File: src/rtl/depq_pkg.sv
`timescale 1ns / 1ps
package depq_pkg;

    localparam int CAPACITY = 64;
    localparam int ADDR_W   = $clog2(CAPACITY);
    localparam int CNT_W    = $clog2(CAPACITY + 1);
    localparam int VAL_W    = 32;
    localparam int HELD_W   = 7;
    localparam int OUT_W    = 72;

    typedef enum logic [1:0] {
        OP_INSERT  = 2'd0,
        OP_DEL_MAX = 2'd1,
        OP_DEL_MIN = 2'd2,
        OP_CLEAR   = 2'd3
    } t_op;

    typedef enum logic [1:0] {
        ST_DONE  = 2'd0,
        ST_FULL  = 2'd1,
        ST_EMPTY = 2'd2
    } t_status;

    typedef enum logic [2:0] {
        S_IDLE,
        S_MOVE_RD,
        S_MOVE_WR,
        S_SCAN,
        S_DONE
    } t_state;

endpackage

File: src/rtl/depq_ram.sv
`timescale 1ns / 1ps
module depq_ram #(
    parameter int WIDTH = 32,
    parameter int DEPTH = 64
) (
    input  logic                     i_clk,
    input  logic                     i_wr_en,
    input  logic [$clog2(DEPTH)-1:0] i_wr_addr,
    input  logic [WIDTH-1:0]         i_wr_data,
    input  logic [$clog2(DEPTH)-1:0] i_rd_addr,
    output logic [WIDTH-1:0]         o_rd_data
);

    logic [WIDTH-1:0] r_mem [DEPTH];

    // one write port, one registered read port
    always_ff @(posedge i_clk) begin
        if (i_wr_en) begin
            r_mem[i_wr_addr] <= i_wr_data;
        end
        o_rd_data <= r_mem[i_rd_addr];
    end

endmodule

File: src/rtl/double_ended_priority_queue_top.sv
`timescale 1ns / 1ps
// Channel | Dir | tdata (low bit up)                               | tuser
// s       | in  | value[31:0]                                      | op[1:0]
// m       | out | is_empty, held_count[6:0], largest, smallest     | status[1:0]
//
// Insert, clear and a delete on an empty queue go from S_IDLE straight to S_DONE;
// any other delete passes through S_MOVE_RD, S_MOVE_WR and S_SCAN, where the single
// read port scans every held entry for the new max/min.
// One request is in work at a time; s tready drops until its result is taken.
// i_rst_n (synchronous, active low) empties the queue; store contents are
// left as they are. A stalled m channel holds its transaction in place.
module double_ended_priority_queue_top (
    input  logic                      i_clk,
    input  logic                      i_rst_n,
    input  logic                      i_s_tvalid,
    output logic                      o_s_tready,
    input  logic [depq_pkg::VAL_W-1:0] i_s_tdata,   // value
    input  logic [1:0]                i_s_tuser,    // op
    output logic                      o_m_tvalid,
    input  logic                      i_m_tready,
    output logic [depq_pkg::OUT_W-1:0] o_m_tdata,   // is_empty, held_count, largest, smallest
    output logic [1:0]                o_m_tuser     // status
);
    import depq_pkg::*;

    t_state r_state, n_state;

    logic [CNT_W-1:0]  r_count;
    logic [VAL_W-1:0]  r_max, r_min;
    logic [ADDR_W-1:0] r_max_addr, r_min_addr, r_del_addr;
    t_status           r_status;
    logic [CNT_W-1:0]  r_scan_idx;
    logic              r_scan_rv, r_scan_first;
    logic [ADDR_W-1:0] r_scan_addr;
    logic              r_out_valid;
    logic [OUT_W-1:0]  r_out_data;
    logic [1:0]        r_out_user;

    logic              wr_en;
    logic [ADDR_W-1:0] wr_addr, rd_addr;
    logic [VAL_W-1:0]  wr_data, rd_data;
    logic              s_fire;
    t_op               in_op;
    logic [CNT_W-1:0]  last_idx;
    logic              scan_done;

    assign in_op     = t_op'(i_s_tuser);
    assign o_s_tready = (r_state == S_IDLE) && !r_out_valid;
    assign s_fire    = i_s_tvalid && o_s_tready;
    assign last_idx  = r_count - CNT_W'(1);
    assign scan_done = (r_scan_idx == r_count) && !r_scan_rv;

    assign o_m_tvalid = r_out_valid;
    assign o_m_tdata  = r_out_data;
    assign o_m_tuser  = r_out_user;

    depq_ram #(.WIDTH(VAL_W), .DEPTH(CAPACITY)) u_store (
        .i_clk    (i_clk),
        .i_wr_en  (wr_en),
        .i_wr_addr(wr_addr),
        .i_wr_data(wr_data),
        .i_rd_addr(rd_addr),
        .o_rd_data(rd_data)
    );

    // next state
    always_comb begin
        n_state = r_state;
        unique case (r_state)
            S_IDLE: begin
                if (s_fire) begin
                    if ((in_op == OP_DEL_MAX || in_op == OP_DEL_MIN) && r_count != '0) begin
                        n_state = S_MOVE_RD;
                    end else begin
                        n_state = S_DONE;
                    end
                end
            end
            S_MOVE_RD: n_state = S_MOVE_WR;
            S_MOVE_WR: n_state = S_SCAN;
            S_SCAN: begin
                if (scan_done) n_state = S_DONE;
            end
            S_DONE:  n_state = S_IDLE;
            default: n_state = S_IDLE;
        endcase
    end

    // memory controls
    always_comb begin
        wr_en   = 1'b0;
        wr_addr = r_count[ADDR_W-1:0];
        wr_data = i_s_tdata;
        rd_addr = r_scan_idx[ADDR_W-1:0];
        unique case (r_state) inside
            S_IDLE: begin
                wr_en = s_fire && (in_op == OP_INSERT) && (r_count < CNT_W'(CAPACITY));
            end
            S_MOVE_RD: rd_addr = last_idx[ADDR_W-1:0];
            S_MOVE_WR: begin
                // last entry fills the hole left by the deleted one
                wr_en   = 1'b1;
                wr_addr = r_del_addr;
                wr_data = rd_data;
            end
            S_SCAN, S_DONE: ;
            default: ;
        endcase
    end

    always_ff @(posedge i_clk) begin
        if (!i_rst_n) begin
            r_state     <= S_IDLE;
            r_count     <= '0;
            r_out_valid <= 1'b0;
            r_scan_rv   <= 1'b0;
        end else begin
            r_state <= n_state;
            if (r_out_valid && i_m_tready) r_out_valid <= 1'b0;

            unique case (r_state)
                S_IDLE: begin
                    if (s_fire) begin
                        r_status <= ST_DONE;
                        case (in_op) inside
                            OP_INSERT: begin
                                if (r_count >= CNT_W'(CAPACITY)) begin
                                    r_status <= ST_FULL;
                                end else begin
                                    r_count <= r_count + CNT_W'(1);
                                    if (r_count == '0 || $signed(i_s_tdata) > $signed(r_max)) begin
                                        r_max      <= i_s_tdata;
                                        r_max_addr <= r_count[ADDR_W-1:0];
                                    end
                                    if (r_count == '0 || $signed(i_s_tdata) < $signed(r_min)) begin
                                        r_min      <= i_s_tdata;
                                        r_min_addr <= r_count[ADDR_W-1:0];
                                    end
                                end
                            end
                            OP_DEL_MAX, OP_DEL_MIN: begin
                                if (r_count == '0) begin
                                    r_status <= ST_EMPTY;
                                end else begin
                                    r_del_addr <= (in_op == OP_DEL_MAX) ? r_max_addr : r_min_addr;
                                end
                            end
                            default: r_count <= '0;
                        endcase
                    end
                end
                S_MOVE_RD: ;
                S_MOVE_WR: begin
                    r_count      <= last_idx;
                    r_scan_idx   <= '0;
                    r_scan_rv    <= 1'b0;
                    r_scan_first <= 1'b1;
                end
                S_SCAN: begin
                    // issue one read per cycle, fold returning data in the next cycle
                    r_scan_rv   <= (r_scan_idx < r_count);
                    r_scan_addr <= r_scan_idx[ADDR_W-1:0];
                    if (r_scan_idx < r_count) r_scan_idx <= r_scan_idx + CNT_W'(1);
                    if (r_scan_rv) begin
                        r_scan_first <= 1'b0;
                        if (r_scan_first || $signed(rd_data) > $signed(r_max)) begin
                            r_max      <= rd_data;
                            r_max_addr <= r_scan_addr;
                        end
                        if (r_scan_first || $signed(rd_data) < $signed(r_min)) begin
                            r_min      <= rd_data;
                            r_min_addr <= r_scan_addr;
                        end
                    end
                end
                S_DONE: begin
                    r_out_valid <= 1'b1;
                end
                default: ;
            endcase
        end
    end

    // result register payload
    always_ff @(posedge i_clk) begin
        if (r_state == S_DONE) begin
            r_out_user <= r_status;
            if (r_count == '0) begin
                r_out_data <= {{(2*VAL_W){1'b0}}, HELD_W'(0), 1'b1};
            end else begin
                r_out_data <= {r_min, r_max, HELD_W'(r_count), 1'b0};
            end
        end
    end

endmodule

File: config.mk
export PLATFORM = sky130hd
export DESIGN_NAME = double_ended_priority_queue_top
export DESIGN_NICKNAME = d
export VERILOG_FILES = /design/src/rtl/depq_pkg.sv /design/src/rtl/depq_ram.sv /design/src/rtl/double_ended_priority_queue_top.sv
export SDC_FILE = /design/constraint.sdc
export NUM_CORES = 2
export LEC_CHECK = 0
export BUFFER_PORTS_ARGS = -buffer_cell sky130_fd_sc_hd__buf_2
export CORE_MARGIN = 5
export CORE_UTILIZATION = 60
export CTS_CLUSTER_SIZE = 28
export DETAILED_ROUTE_END_ITERATION = 8
export PLACE_DENSITY = 0.72
export SYNTH_ARGS = -nofsm -noshare
export SYNTH_HDL_FRONTEND = slang
export SYNTH_SLANG_ARGS = --single-unit
File: constraint.sdc
create_clock -name i_clk -period 7.1 [get_ports i_clk]
set_input_delay 0.71 -clock i_clk [delete_from_list [all_inputs] [get_ports i_clk]]
set_output_delay 0.71 -clock i_clk [all_outputs]
set_load 0.05 [all_outputs]
==> run_results.csv <==
group,metric,value,unit
outcome,status,"finished clean",
timing,grt_setup_unrepaired,"no",
clocking,cts_root_buf,"clkbuf_16",
die,die_area,160000,sq um
die,core,152000,sq um
timing,setup_viol,0,
timing,period_needed,5370,ps
min_path,min_path_cells,2,
setup_path,start_kind,"register",
place,hpwl,153,mm
clocking,cts_buffer_depth,3,
clocking,cts_tree,"yes",
detailed_routing,drc,0,
detailed_routing,ant_nets,0,
die,initial_utilization,0.602,
cells_and_area,layout.nets,6476,
global_routing,grt_max_degree,133,
pwr,p_total,33.1,mW
run,cap_violations,0,
synth,syn_area,91300,sq um
pwr,peakVddDrop,0.000258,V
synth,syn_nets,6322,
clocking,ctsResizeCount,0,
synth,ys_top_cells_by_area,"edfxtp_1 73%, nand2_1 5.9%, mux4_2 3.7%, ha_1 1.9%, nand3_1 1.7%",
pwr,seq_power_share,0.480,
setup_path,path_class,"register to register",
pwr,p_comb_frac,0.187,
setup_path,critPathLaunch,"r_count[0]$_SDFFE_PN0P_",
clocking,cts_htree_levels,4,
place,portBuffers,113,
global_routing,grt.total_usage,0.333,
global_routing,grt-ovfl-total,0,
timing,clock.fmax,186,MHz
timing,worstMarginPinSlew,1460,ps
die,pin_count,114,
clocking,cts_buffers,215,
global_routing,grt_pass1_vias,54500,
pwr,p_per_area,326,nW/um^2
synth,yosysTopAreaCell,"edfxtp_1",
pwr,leakage,34.9,nW
synth,synth_top_area_share,0.730,
clocking,cts_num_sinks,2264,
setup_path,cp.required,7830,ps
detailed_routing,first_pass_iters,6,
timing,finalMaxSlewViolations,0,
die,row_count,143,
timing,skew,39.6,ps
clocking,hold_buffers,0,
setup_path,arrival,6100,ps
timing,setup_tns,0,ps
place,place_congestion,0.948,
setup_path,reg2reg_depth,9,
synth,synth_enable_flop_cells,2220,
synth,yosys.cell_types.count,79,
global_routing,grt_antenna_before_repair,17,
synth,async_reset_ff_frac,0,
detailed_routing,drtIter0Drc,9469,
detailed_routing,wire_per_inst,31.5,microns
die,die_w,400,microns
pwr,p_int,23.3,mW
timing,final.period_utilization,0.756,
cells_and_area,areaGrowthSynthToFinish,11.3,%
synth,ys_seq_elements,2264,
detailed_routing,vias,57200,
pwr,p_sw,9.87,mW
synth,syn_area_per_cell,14.9,sq um
cells_and_area,layout-drive-gt1-share,0.140,
detailed_routing,vias_per_cell,6.72,
clocking,cts_setup_buffers,0,
setup_path,crit_fanout,131,
setup_path,timing.rr.start,"r_count[0]$_SDFFE_PN0P_",
clocking,clk_latency,850,ps
timing,finalHoldViolations,0,
pwr,sw_frac_of_total,0.298,
pwr,clkPwrFrac,0.333,
timing,slew_headroom,0.0263,
min_path,hp-start,"i_rst_n",
synth,synth_cells,6145,
setup_path,end_kind,"register",
detailed_routing,drt-total-wl,268,mm
synth,synth_top_flop_cell,"edfxtp_1",
global_routing,grt_pass1_wl,382,mm
min_path,min_path_type,"input pin to register",
clocking,cts.clk_slew.worst_paths,70,ps
synth,seq_area_frac_synth,0.740,
die,die_h,400,microns
synth,yosysWarningCount,0,
-- worst max-delay path: stages, from the launching register on --
cell	delay (ps)
dfxtp_1	500
inv_1	210
ha_1	380
nor4b_1	880
a21o_4	420
buf_12	550
nand2_1	870
a211oi_1	860
a221oi_1	180
and4b_1	290
-- synth_stat cells (7+ instances only) --
master and count:
a211o_1 8, inv_1 84, a221oi_1 20, a2111oi_0 18, a2111oi_2 8, a21oi_1 128, mux4_2 149, buf_2 140
clkbuf_1 130, o22ai_1 38, buf_4 36, o221ai_1 26, a311oi_1 111, nor2b_1 13, and2_1 7, a22oi_1 22
ha_1 139, and3_1 133, mux2i_1 92, nand2_1 1430, xnor2_1 8, o21ai_0 69, nor4_1 13, o31ai_1 9
edfxtp_1 2220, o311ai_0 8, mux2_2 27, buf_1 39, a32oi_1 11, dfxtp_1 44, nor3_1 30, a21o_1 50
nand4_1 35, a31oi_1 130, nor2_1 227, or4_1 28, a211oi_1 20, a221o_1 30, nand3_1 311, buf_6 14
-- per-layer routing --
metal,share of wire,vias to the layer above,track usage
li1,-,23700,-
met1,0.35,28400,0.457
met4,0.058,8,0.168
met3,0.15,728,0.0987
met5,0.00013,-,0
met2,0.44,4334,0.493
-- flip-flops by register name, indices dropped and copies added, names as in the netlist --
| signal | flops |
|---|---|
| r_scan_rv | 1 |
| r_min | 32 |
| r_status | 2 |
| r_max_addr | 6 |
| r_max | 32 |
| r_del_addr | 6 |
| o_m_tdata | 72 |
| u_store.r_mem | 2048 |
| o_m_tuser | 2 |
| r_min_addr | 6 |
| r_count | 7 |
| r_scan_first | 1 |
| r_state | 3 |
| r_scan_addr | 6 |
| u_store.o_rd_data | 32 |
| o_m_tvalid | 1 |
| r_scan_idx | 7 |
-- final cells by class --
class                      count  area (sq um)
antenna                        7          17.5
clock buffer                 277          5690
timing repair buffer         298          2120
fill                       10000         50000
sequential                  2264         67500
inverter                      85           319
multi-input combinational   3435         22300
tap                         2030          2540
clock inverter               119          1010
-- cells in the final DEF (no fill, tap or decap), types with 22 or more instances in the layout --
cell and count:
a21o_1 47, a21oi_1 126, a221o_1 30, a22oi_1 22, a311oi_1 106, a31oi_1 130
and3_1 133, buf_2 113, buf_4 172, clkbuf_1 55, clkbuf_16 216, clkinv_1 53
clkinv_2 34, dfxtp_1 44, edfxtp_1 2220, ha_1 139, inv_1 83, mux2_2 26
mux2i_1 91, mux4_2 149, nand2_1 1399, nand2_2 30, nand3_1 311, nand4_1 35
nor2_1 160, nor2_4 66, nor3_1 29, o21ai_0 68, o221ai_1 26, o22ai_1 38
or4_1 28
-- cell families after synthesis --
family / after synthesis / synth area share
flip-flops: 2264 / 0.740
buffers and inverters: 446 / 0.0231
AND/OR/NAND/NOR: 2258 / 0.106
AO/OA/AOI/OAI: 752 / 0.0593
XOR/XNOR: 10 / 0.000960
multiplexers: 276 / 0.0518
adder cells (fa/ha/maj): 139 / 0.0191
-- through the flow --
step / std cells / worst slack (ps) / cell area (sq um) / hold slack [ps] / util
floorplan: 6145 / 1590 / 91300 / 400 / -
global placement: 8112 / 1850 / 94800 / 404 / 0.626
detailed placement: 8112 / 1840 / 94900 / 407 / 0.626
CTS: 8508 / 1790 / 102000 / 97.7 / 0.670
global route: 8508 / 1660 / 102000 / 131 / 0.670
finish: 8515 / 1730 / 102000 / 146 / 0.670
-- power by group through the flow --
stage	Sequential, mW	Clock, mW	Combinational (mW)
final	15.9	11.0	6.20
after CTS	15.9	11.1	6.05
after global placement	16.1	0	5.90
after detailed placement	16.1	0	6.02
after global routing	15.9	11.7	6.51
after floorplan	16.4	0	3.42
-- path summary, 6_finish.rpt --
check                             endpoint  slack, ps
max          u_store.o_rd_data[30]$_DFF_P_       1730
min                r_count[2]$_SDFFE_PN0P_        150
max reg2reg  u_store.o_rd_data[30]$_DFF_P_       1730
min reg2reg         o_m_tuser[0]$_DFFE_PP_        420
Power figures use the tool's default switching activity.
